--- config.mk ---
export PLATFORM = sky130hd
export DESIGN_NAME = m68k_alu_shift_flags_flat
export DESIGN_NICKNAME = d
export VERILOG_FILES = /design/src/design/m68k_asf_pkg.sv /design/src/design/m68k_asf_if.sv /design/src/design/m68k_asf_alu.sv /design/src/design/m68k_asf_shift_step.sv /design/src/design/m68k_alu_shift_flags.sv /design/src/flat_wrapper.sv
export SDC_FILE = /design/constraint.sdc
export NUM_CORES = 1
export LEC_CHECK = 0
export ABC_AREA = 1
export BUFFER_PORTS_ARGS = -buffer_cell sky130_fd_sc_hd__buf_2
export CORE_ASPECT_RATIO = 0.75
export CORE_MARGIN = 10
export CORE_UTILIZATION = 45
export CTS_BUF_LIST = sky130_fd_sc_hd__clkbuf_16
export DETAILED_ROUTE_END_ITERATION = 10
export PLACE_DENSITY = 0.65
export SLEW_MARGIN = 20
export SYNTH_ARGS = -nofsm -noshare
export SYNTH_HDL_FRONTEND = slang
export SYNTH_SLANG_ARGS = --single-unit
--- constraint.sdc ---
create_clock -name clock -period 3.7 [get_ports clock]
set_clock_uncertainty 0.1 [all_clocks]
set_input_delay 0.74 -clock clock [delete_from_list [all_inputs] [get_ports clock]]
set_output_delay 0.74 -clock clock [all_outputs]
set_load 0.01 [all_outputs]
--- src/design/m68k_asf_pkg.sv ---
// types, codes and size helpers for the alu and shift flag block
`timescale 1ns / 1ps

package m68k_asf_pkg;

   typedef enum logic [3:0] {
      OP_ADD, OP_ADDX, OP_SUB, OP_SUBX, OP_CMP, OP_AND, OP_OR, OP_EOR,
      OP_ASL, OP_ASR, OP_LSL, OP_LSR, OP_ROL, OP_ROR, OP_ROXL, OP_ROXR
   } op_type;

   localparam logic [1:0] SIZE_BYTE = 2'd0;
   localparam logic [1:0] SIZE_WORD = 2'd1;

   typedef struct packed {
      logic x;
      logic n;
      logic z;
      logic v;
      logic c;
   } flags_type;

   typedef struct packed {
      logic [31:0] value;
      logic        c;
      logic        v;
   } shift_state_type;

   typedef struct packed {
      logic [31:0] value;
      flags_type   flags;
   } alu_out_type;

   function automatic logic [31:0] size_mask(input logic [1:0] size);
      logic [31:0] m;
      unique case (size)
         SIZE_BYTE: m = 32'h0000_00FF;
         SIZE_WORD: m = 32'h0000_FFFF;
         default:   m = 32'hFFFF_FFFF;
      endcase
      return m;
   endfunction

   function automatic logic [31:0] size_msb(input logic [1:0] size);
      logic [31:0] m;
      unique case (size)
         SIZE_BYTE: m = 32'h0000_0080;
         SIZE_WORD: m = 32'h0000_8000;
         default:   m = 32'h8000_0000;
      endcase
      return m;
   endfunction

endpackage

--- src/design/m68k_asf_if.sv ---
// request and response channel interfaces
`timescale 1ns / 1ps

interface m68k_asf_req_if;
   logic        valid;
   logic        ready;
   logic [3:0]  req_type;
   logic [1:0]  size_code;
   logic [31:0] source_operand;
   logic [31:0] target_operand;
   logic [5:0]  shift_count;

   modport source (output valid, req_type, size_code, source_operand, target_operand,
                   shift_count, input ready);
   modport sink (input valid, req_type, size_code, source_operand, target_operand,
                 shift_count, output ready);
endinterface

interface m68k_asf_rsp_if;
   logic        valid;
   logic        ready;
   logic [31:0] result_value;
   logic        flag_carry;
   logic        flag_overflow;
   logic        flag_zero;
   logic        flag_negative;
   logic        flag_extend;

   modport source (output valid, result_value, flag_carry, flag_overflow, flag_zero,
                   flag_negative, flag_extend, input ready);
   modport sink (input valid, result_value, flag_carry, flag_overflow, flag_zero,
                 flag_negative, flag_extend, output ready);
endinterface

--- src/design/m68k_asf_alu.sv ---
// add, subtract, compare and logic unit with condition codes
`timescale 1ns / 1ps

module m68k_asf_alu (
   input  m68k_asf_pkg::op_type      op,
   input  logic [1:0]                size,
   input  logic [31:0]               src,
   input  logic [31:0]               tgt,
   input  m68k_asf_pkg::flags_type   flags_old,
   output m68k_asf_pkg::alu_out_type alu_out
);
   import m68k_asf_pkg::*;

   logic [31:0] mask;
   logic [31:0] msb;
   logic [31:0] s;
   logic [31:0] t;
   logic [31:0] r;
   logic [32:0] wide;
   logic        ext;
   logic        cin;
   logic        carry;

   always_comb begin
      mask  = size_mask(size);
      msb   = size_msb(size);
      s     = src & mask;
      t     = tgt & mask;
      ext   = (op == OP_ADDX) || (op == OP_SUBX);
      cin   = ext && flags_old.x;
      if ((op == OP_ADD) || (op == OP_ADDX)) begin
         wide = {1'b0, t} + {1'b0, s} + {32'd0, cin};
      end else begin
         wide = {1'b0, t} - {1'b0, s} - {32'd0, cin};
      end
      unique case (size)
         SIZE_BYTE: carry = wide[8];
         SIZE_WORD: carry = wide[16];
         default:   carry = wide[32];
      endcase

      alu_out.flags = flags_old;
      r = wide[31:0] & mask;
      unique case (op)
         OP_ADD, OP_ADDX: begin
            alu_out.flags.c = carry;
            alu_out.flags.v = |(((t ^ r) & (s ^ r)) & msb);
            alu_out.flags.x = carry;
         end
         OP_SUB, OP_SUBX: begin
            alu_out.flags.c = carry;
            alu_out.flags.v = |(((t ^ r) & (s ^ t)) & msb);
            alu_out.flags.x = carry;
         end
         OP_CMP: begin
            alu_out.flags.c = carry;
            alu_out.flags.v = |(((t ^ r) & (s ^ t)) & msb);
         end
         OP_AND: begin
            r = t & s;
            alu_out.flags.c = 1'b0;
            alu_out.flags.v = 1'b0;
         end
         OP_OR: begin
            r = t | s;
            alu_out.flags.c = 1'b0;
            alu_out.flags.v = 1'b0;
         end
         default: begin
            r = t ^ s;
            alu_out.flags.c = 1'b0;
            alu_out.flags.v = 1'b0;
         end
      endcase
      alu_out.value   = r;
      alu_out.flags.z = (r == 32'd0) && (ext ? flags_old.z : 1'b1);
      alu_out.flags.n = |(r & msb);
   end

endmodule

--- src/design/m68k_asf_shift_step.sv ---
// one-bit shift and rotate step, iterated by the sequencer
`timescale 1ns / 1ps

module m68k_asf_shift_step (
   input  m68k_asf_pkg::op_type          op,
   input  logic [1:0]                    size,
   input  m68k_asf_pkg::shift_state_type st_cur,
   output m68k_asf_pkg::shift_state_type st_next
);
   import m68k_asf_pkg::*;

   logic [31:0] mask;
   logic [31:0] msb;
   logic [31:0] shl;
   logic [31:0] shr;
   logic        hi;
   logic        lo;

   always_comb begin
      mask    = size_mask(size);
      msb     = size_msb(size);
      hi      = |(st_cur.value & msb);
      lo      = st_cur.value[0];
      shl     = (st_cur.value << 1) & mask;
      shr     = st_cur.value >> 1;
      st_next = st_cur;
      unique case (op)
         OP_ASL: begin
            st_next.c     = hi;
            st_next.value = shl;
            st_next.v     = st_cur.v | (|((st_cur.value ^ shl) & msb));
         end
         OP_ASR: begin
            st_next.c     = lo;
            st_next.value = shr | (st_cur.value & msb);
         end
         OP_LSL: begin
            st_next.c     = hi;
            st_next.value = shl;
         end
         OP_LSR: begin
            st_next.c     = lo;
            st_next.value = shr;
         end
         OP_ROL: begin
            st_next.c     = hi;
            st_next.value = shl | {31'd0, hi};
         end
         OP_ROR: begin
            st_next.c     = lo;
            st_next.value = shr | (lo ? msb : 32'd0);
         end
         OP_ROXL: begin
            st_next.c     = hi;
            st_next.value = shl | {31'd0, st_cur.c};
         end
         OP_ROXR: begin
            st_next.c     = lo;
            st_next.value = shr | (st_cur.c ? msb : 32'd0);
         end
         default: st_next = st_cur;
      endcase
   end

endmodule

--- src/design/m68k_alu_shift_flags.sv ---
// top level: sequencer, condition code register and output register
//
//   channel | direction | payload
//   req_if  | in        | req_type, size_code, source_operand, target_operand, shift_count
//   rsp_if  | out       | result_value, flag_carry/overflow/zero/negative/extend
//
// arithmetic and logic words: exec state, then the finish state loads the output register
// shifts and rotates: exec, then the shift state at one bit per cycle in the step unit, then finish
// ready only while idle; one word in flight at a time
// a finished word waits in the output register while the next request is taken
// synchronous reset clears the sequencer, the output valid and the condition code flags
`timescale 1ns / 1ps

module m68k_alu_shift_flags (
   input logic            clock,
   input logic            reset,
   m68k_asf_req_if.sink   req_if,
   m68k_asf_rsp_if.source rsp_if
);
   import m68k_asf_pkg::*;

   typedef enum logic [1:0] {ST_IDLE, ST_EXEC, ST_SHIFT, ST_FINISH} state_type;

   state_type       state_ff, state_in;
   op_type          op_ff, op_in;
   logic [1:0]      size_ff, size_in;
   logic [31:0]     src_ff, src_in;
   logic [31:0]     tgt_ff, tgt_in;
   logic [5:0]      cnt_ff, cnt_in;
   logic            cnt_nz_ff, cnt_nz_in;
   shift_state_type sh_ff, sh_in;
   flags_type       res_flags_ff, res_flags_in;
   flags_type       flags_ff, flags_in;
   logic [31:0]     out_value_ff, out_value_in;
   flags_type       out_flags_ff, out_flags_in;
   logic            rsp_valid_ff, rsp_valid_in;

   alu_out_type     alu_out;
   shift_state_type sh_next;
   flags_type       sh_flags;
   logic            accept;
   logic            is_rox;

   m68k_asf_alu u_alu (
      .op        (op_ff),
      .size      (size_ff),
      .src       (src_ff),
      .tgt       (tgt_ff),
      .flags_old (flags_ff),
      .alu_out   (alu_out)
   );

   m68k_asf_shift_step u_step (
      .op      (op_ff),
      .size    (size_ff),
      .st_cur  (sh_ff),
      .st_next (sh_next)
   );

   assign req_if.ready         = (state_ff == ST_IDLE);
   assign accept               = req_if.valid && req_if.ready;
   assign is_rox               = (op_ff == OP_ROXL) || (op_ff == OP_ROXR);

   assign rsp_if.valid         = rsp_valid_ff;
   assign rsp_if.result_value  = out_value_ff;
   assign rsp_if.flag_carry    = out_flags_ff.c;
   assign rsp_if.flag_overflow = out_flags_ff.v;
   assign rsp_if.flag_zero     = out_flags_ff.z;
   assign rsp_if.flag_negative = out_flags_ff.n;
   assign rsp_if.flag_extend   = out_flags_ff.x;

   // flags at the end of a shift or rotate
   always_comb begin
      sh_flags   = flags_ff;
      sh_flags.c = sh_ff.c;
      sh_flags.v = (op_ff == OP_ASL) && sh_ff.v;
      sh_flags.z = (sh_ff.value == 32'd0);
      sh_flags.n = |(sh_ff.value & size_msb(size_ff));
      if (is_rox || ((op_ff <= OP_LSR) && cnt_nz_ff)) begin
         sh_flags.x = sh_ff.c;
      end
   end

   always_comb begin
      state_in     = state_ff;
      op_in        = op_ff;
      size_in      = size_ff;
      src_in       = src_ff;
      tgt_in       = tgt_ff;
      cnt_in       = cnt_ff;
      cnt_nz_in    = cnt_nz_ff;
      sh_in        = sh_ff;
      res_flags_in = res_flags_ff;
      flags_in     = flags_ff;
      out_value_in = out_value_ff;
      out_flags_in = out_flags_ff;
      rsp_valid_in = rsp_valid_ff && !rsp_if.ready;
      unique case (state_ff)
         ST_IDLE: begin
            if (accept) begin
               op_in     = op_type'(req_if.req_type);
               size_in   = req_if.size_code;
               src_in    = req_if.source_operand;
               tgt_in    = req_if.target_operand;
               cnt_in    = req_if.shift_count;
               cnt_nz_in = |req_if.shift_count;
               state_in  = ST_EXEC;
            end
         end
         ST_EXEC: begin
            if (op_ff >= OP_ASL) begin
               sh_in.value = tgt_ff & size_mask(size_ff);
               sh_in.c     = is_rox ? flags_ff.x : 1'b0;
               sh_in.v     = 1'b0;
               state_in    = ST_SHIFT;
            end else begin
               sh_in.value  = alu_out.value;
               res_flags_in = alu_out.flags;
               state_in     = ST_FINISH;
            end
         end
         ST_SHIFT: begin
            if (cnt_ff == 6'd0) begin
               res_flags_in = sh_flags;
               state_in     = ST_FINISH;
            end else begin
               sh_in  = sh_next;
               cnt_in = cnt_ff - 6'd1;
            end
         end
         default: begin
            if (!rsp_valid_ff || rsp_if.ready) begin
               out_value_in = sh_ff.value;
               out_flags_in = res_flags_ff;
               flags_in     = res_flags_ff;
               rsp_valid_in = 1'b1;
               state_in     = ST_IDLE;
            end
         end
      endcase
   end

   always_ff @(posedge clock) begin
      op_ff        <= op_in;
      size_ff      <= size_in;
      src_ff       <= src_in;
      tgt_ff       <= tgt_in;
      cnt_ff       <= cnt_in;
      cnt_nz_ff    <= cnt_nz_in;
      sh_ff        <= sh_in;
      res_flags_ff <= res_flags_in;
      out_value_ff <= out_value_in;
      out_flags_ff <= out_flags_in;
      if (reset) begin
         state_ff     <= ST_IDLE;
         rsp_valid_ff <= 1'b0;
         flags_ff     <= '0;
      end else begin
         state_ff     <= state_in;
         rsp_valid_ff <= rsp_valid_in;
         flags_ff     <= flags_in;
      end
   end

endmodule

--- src/flat_wrapper.sv ---
// flat-port wrapper written by rule: the top's interface ports become plain ports
module m68k_alu_shift_flags_flat import m68k_asf_pkg::*;
  (clock, reset, req_if_valid, req_if_req_type, req_if_size_code, req_if_source_operand, req_if_target_operand, req_if_shift_count, req_if_ready, rsp_if_valid, rsp_if_result_value, rsp_if_flag_carry, rsp_if_flag_overflow, rsp_if_flag_zero, rsp_if_flag_negative, rsp_if_flag_extend, rsp_if_ready);
  m68k_asf_req_if req_if_i ();
  m68k_asf_rsp_if rsp_if_i ();
  input logic clock;
  input logic reset;
  input wire logic [$bits(req_if_i.valid)-1:0] req_if_valid;
  input wire logic [$bits(req_if_i.req_type)-1:0] req_if_req_type;
  input wire logic [$bits(req_if_i.size_code)-1:0] req_if_size_code;
  input wire logic [$bits(req_if_i.source_operand)-1:0] req_if_source_operand;
  input wire logic [$bits(req_if_i.target_operand)-1:0] req_if_target_operand;
  input wire logic [$bits(req_if_i.shift_count)-1:0] req_if_shift_count;
  output wire logic [$bits(req_if_i.ready)-1:0] req_if_ready;
  output wire logic [$bits(rsp_if_i.valid)-1:0] rsp_if_valid;
  output wire logic [$bits(rsp_if_i.result_value)-1:0] rsp_if_result_value;
  output wire logic [$bits(rsp_if_i.flag_carry)-1:0] rsp_if_flag_carry;
  output wire logic [$bits(rsp_if_i.flag_overflow)-1:0] rsp_if_flag_overflow;
  output wire logic [$bits(rsp_if_i.flag_zero)-1:0] rsp_if_flag_zero;
  output wire logic [$bits(rsp_if_i.flag_negative)-1:0] rsp_if_flag_negative;
  output wire logic [$bits(rsp_if_i.flag_extend)-1:0] rsp_if_flag_extend;
  input wire logic [$bits(rsp_if_i.ready)-1:0] rsp_if_ready;
  assign req_if_i.valid = req_if_valid;
  assign req_if_i.req_type = req_if_req_type;
  assign req_if_i.size_code = req_if_size_code;
  assign req_if_i.source_operand = req_if_source_operand;
  assign req_if_i.target_operand = req_if_target_operand;
  assign req_if_i.shift_count = req_if_shift_count;
  assign req_if_ready = req_if_i.ready;
  assign rsp_if_valid = rsp_if_i.valid;
  assign rsp_if_result_value = rsp_if_i.result_value;
  assign rsp_if_flag_carry = rsp_if_i.flag_carry;
  assign rsp_if_flag_overflow = rsp_if_i.flag_overflow;
  assign rsp_if_flag_zero = rsp_if_i.flag_zero;
  assign rsp_if_flag_negative = rsp_if_i.flag_negative;
  assign rsp_if_flag_extend = rsp_if_i.flag_extend;
  assign rsp_if_i.ready = rsp_if_ready;
  m68k_alu_shift_flags u_core (.clock(clock), .reset(reset), .req_if(req_if_i), .rsp_if(rsp_if_i));
endmodule
==> results.yml <==
run_status:
  status: "finished clean"
yosys:
  avgSynthCellArea_um2: 6.83
  yosys.cell_count.top_type: "nand2_1"
  ys_types: 48
  synth_edf_count: 153
  yosys.area.top_type: "edfxtp_1"
  synth_common_cells: "nand2_1 (605), inv_1 (378), nand3_1 (190), nor2_1 (168), edfxtp_1 (153)"
  yosys-top-cells-area: "edfxtp_1 (32%), nand2_1 (16%), ha_1 (12%)"
  ys_warn_count: 0
  syn_area_um2: 14300
  yosys.area.top_type_share: 0.321
  syn_nets: 2314
  synth_ff_type: "edfxtp_1"
  ys_ff_latch: 158
  synth_seq_area_share: 0.328
  synth_cells: 2097
  synthArstFlopShare: 0
routing:
  drc: 0
  drtIter0Drc: 1718
  wire_per_inst_um: 20.7
  vias_per_cell: 5.49
  dr.pass1.iters: 5
  drt-total-wl_um: 58800
  num_vias: 15600
  ant_nets: 0
layout:
  final_nets: 2636
  multiInputGateArea_um2: 8750
  final_area_um2: 18500
  num-fill-cells: 3019
  area_growth_pct: 28.9
  fin_util: 0.589
  n_antenna_cell: 0
  drive_gt1_frac: 0.246
  regArea_um2: 4690
grt:
  grt-ovfl-total: 0
  grt_usage: 0.289
  grt_pass1_vias: 14500
  grt_start_max_net_pins: 50
  grt_pass1_wl_um: 86300
  antenna_found_initial: 1
run:
  maxCapViolCount: 0
clocking:
  cts.clk_slew.worst_paths_ns: 0.07
  hold_buffers: 0
  root_buffer: "clkbuf_16"
  clk_latency_ns: 0.47
  cts_max_level: 4
  cts_tree: "yes"
  clk_path_buf_depth: 2
  cts.sinks: 158
  numCtsBuffers: 17
critical_path:
  critPathLaunchType: "flop"
  crit_path_max_fanout: 4
  end_kind: "flop"
  setup.worst_path.class: "flop to flop"
  arrival_ns: 3.91
  cp.required_ns: 3.92
timing:
  fmax_ghz: 0.271
  fin_crit_sh: 0.998
  hold_viol: 0
  fin_crit_ns: 3.69
  drv_slew: 0
  worst_slew_pin_slew_ns: 0.989
  finalSetupViolations: 0
  maxSlewHeadroom: 0.341
  rsz0062_at_grt: "true"
floorplan:
  coreArea_um2: 31300
  rows: 56
  start_util: 0.457
  ioPinCount: 119
  dieWidth_um: 226
  dieArea_um2: 39400
  die_h_um: 175
power_and_ir_drop:
  peakVddDrop_uv: 477
  power_density_nw_per_um2: 881
  leakage_uw: 0.00915
placed_design:
  numPortBuffers: 118
  place_congestion: 1.06
  hpwl_um: 47000
  placed_area_um2: 16800
min_path:
  hp-class: "flop to flop"
-- cell usage in the layout, fill, tap and decap left out, drive strengths merged, types with 2 or more instances in the layout --
master and instances:
edfxtp 153, o21bai 6, a21oi 112, clkbuf 18, or2 5, o211ai 2, nor3 30, nand4 24
xor2 4, a32oi 3, bufinv 3, nor2 178, nor4 10, inv 396, buf 348, ha 133
a211oi 4, fa 4, o21ai 115, nand2 625, nand3 194, dfxtp 5, clkinv 5, a31oi 2
o22ai 32, nand3b 13
-- area by class of cell --
type	count	area share
Inverter	390	0.0797
Multi-Input combinational cell	1503	0.474
Timing Repair Buffer	349	0.131
Clock inverter	15	0.0108
Tap cell	406	0.0275
Clock buffer	17	0.0230
Sequential cell	158	0.254
-- sequential cells by signal, indices dropped and copies added, names as in the netlist, 2 cells and up --
register / flops
u_core.op_ff: 4
u_core.rsp_if.result_value: 32
u_core.size_ff: 2
u_core.flags_ff: 2
u_core.src_ff: 32
u_core.sh_ff: 34
u_core.res_flags_ff: 5
u_core.cnt_ff: 6
u_core.state_ff: 2
u_core.tgt_ff: 32
-- per-layer routing --
| layer | global-route usage | wire length, µm |
|---|---|---|
| met4 | 0.125 | 2620 |
| met2 | 0.445 | 25500 |
| met1 | 0.394 | 25800 |
| met5 | 0 | 0 |
| met3 | 0.0417 | 4880 |
-- critical path, cell delays in order (launching register included) --
cell and delay [ns]:
edfxtp_1 0.43, nor2_4 0.16, inv_4 0.04, nor3_2 0.10, buf_4 0.15, inv_1 0.06, fa_2 0.43, inv_1 0.09
fa_2 0.19, nand2_1 0.06, nand2_2 0.09, nand2_4 0.08, buf_4 0.14, nand2_1 0.05, nand3_1 0.08, nand3_1 0.10
nand3b_1 0.16, nor2_1 0.18, nand3_2 0.12, nor2_2 0.16, nand3_1 0.08, nor2_1 0.12, nand2_1 0.11, nor2_1 0.13
nand2_1 0.07, nand2_1 0.06
-- cell families after synthesis --
| logic type | after synthesis | share of synthesized area |
|---|---|---|
| simple gates | 1079 | 0.322 |
| fa+ha+maj | 137 | 0.122 |
| compound gates | 283 | 0.108 |
| buf+inv | 436 | 0.118 |
| flops | 158 | 0.328 |
| xor+xnor | 4 | 0.00245 |
-- path summary, 6_finish.rpt --
| check | start | end | slack, ns | cells past startpoint |
|---|---|---|---|---|
| max | u_core.op_ff[3] | u_core.res_flags_ff[2] | 0.007 | 25 |
| min | u_core.res_flags_ff[0] | u_core.rsp_if.flag_carry | 0.32 | 0 |
| max reg2reg | u_core.op_ff[3] | u_core.res_flags_ff[2] | 0.007 | 25 |
| min reg2reg | u_core.res_flags_ff[0] | u_core.rsp_if.flag_carry | 0.32 | 0 |
-- stage by stage --
step                setup TNS, ns  std cells  hold slack [ns]  total power, µW  setup slack (ns)
global placement            -1.35       2788            0.305            12800            -0.458
detailed placement          -1.61       2788            0.308            12900            -0.433
CTS                             0       2825            0.324            15100          0.000803
global route               -0.722       2838            0.326            17300            -0.192
floorplan                       0       2097            0.300             8660            0.0121
finish                          0       2838            0.323            16300           0.00694
-- what timing repair did --
action,CTS,global route
pin swaps,6,52
setup buffers,5,12
resized for setup,39,155
setup endpoints to repair,16,26
cloned,0,1
-- report_power, final --
part	internal (µW)	total (µW)	switching (µW)
sequential	2800	3190	397
clock	1090	1920	838
combinational	4190	11100	6950
total	8070	16300	8190
Note: power is estimated with default switching activity, not from simulation.
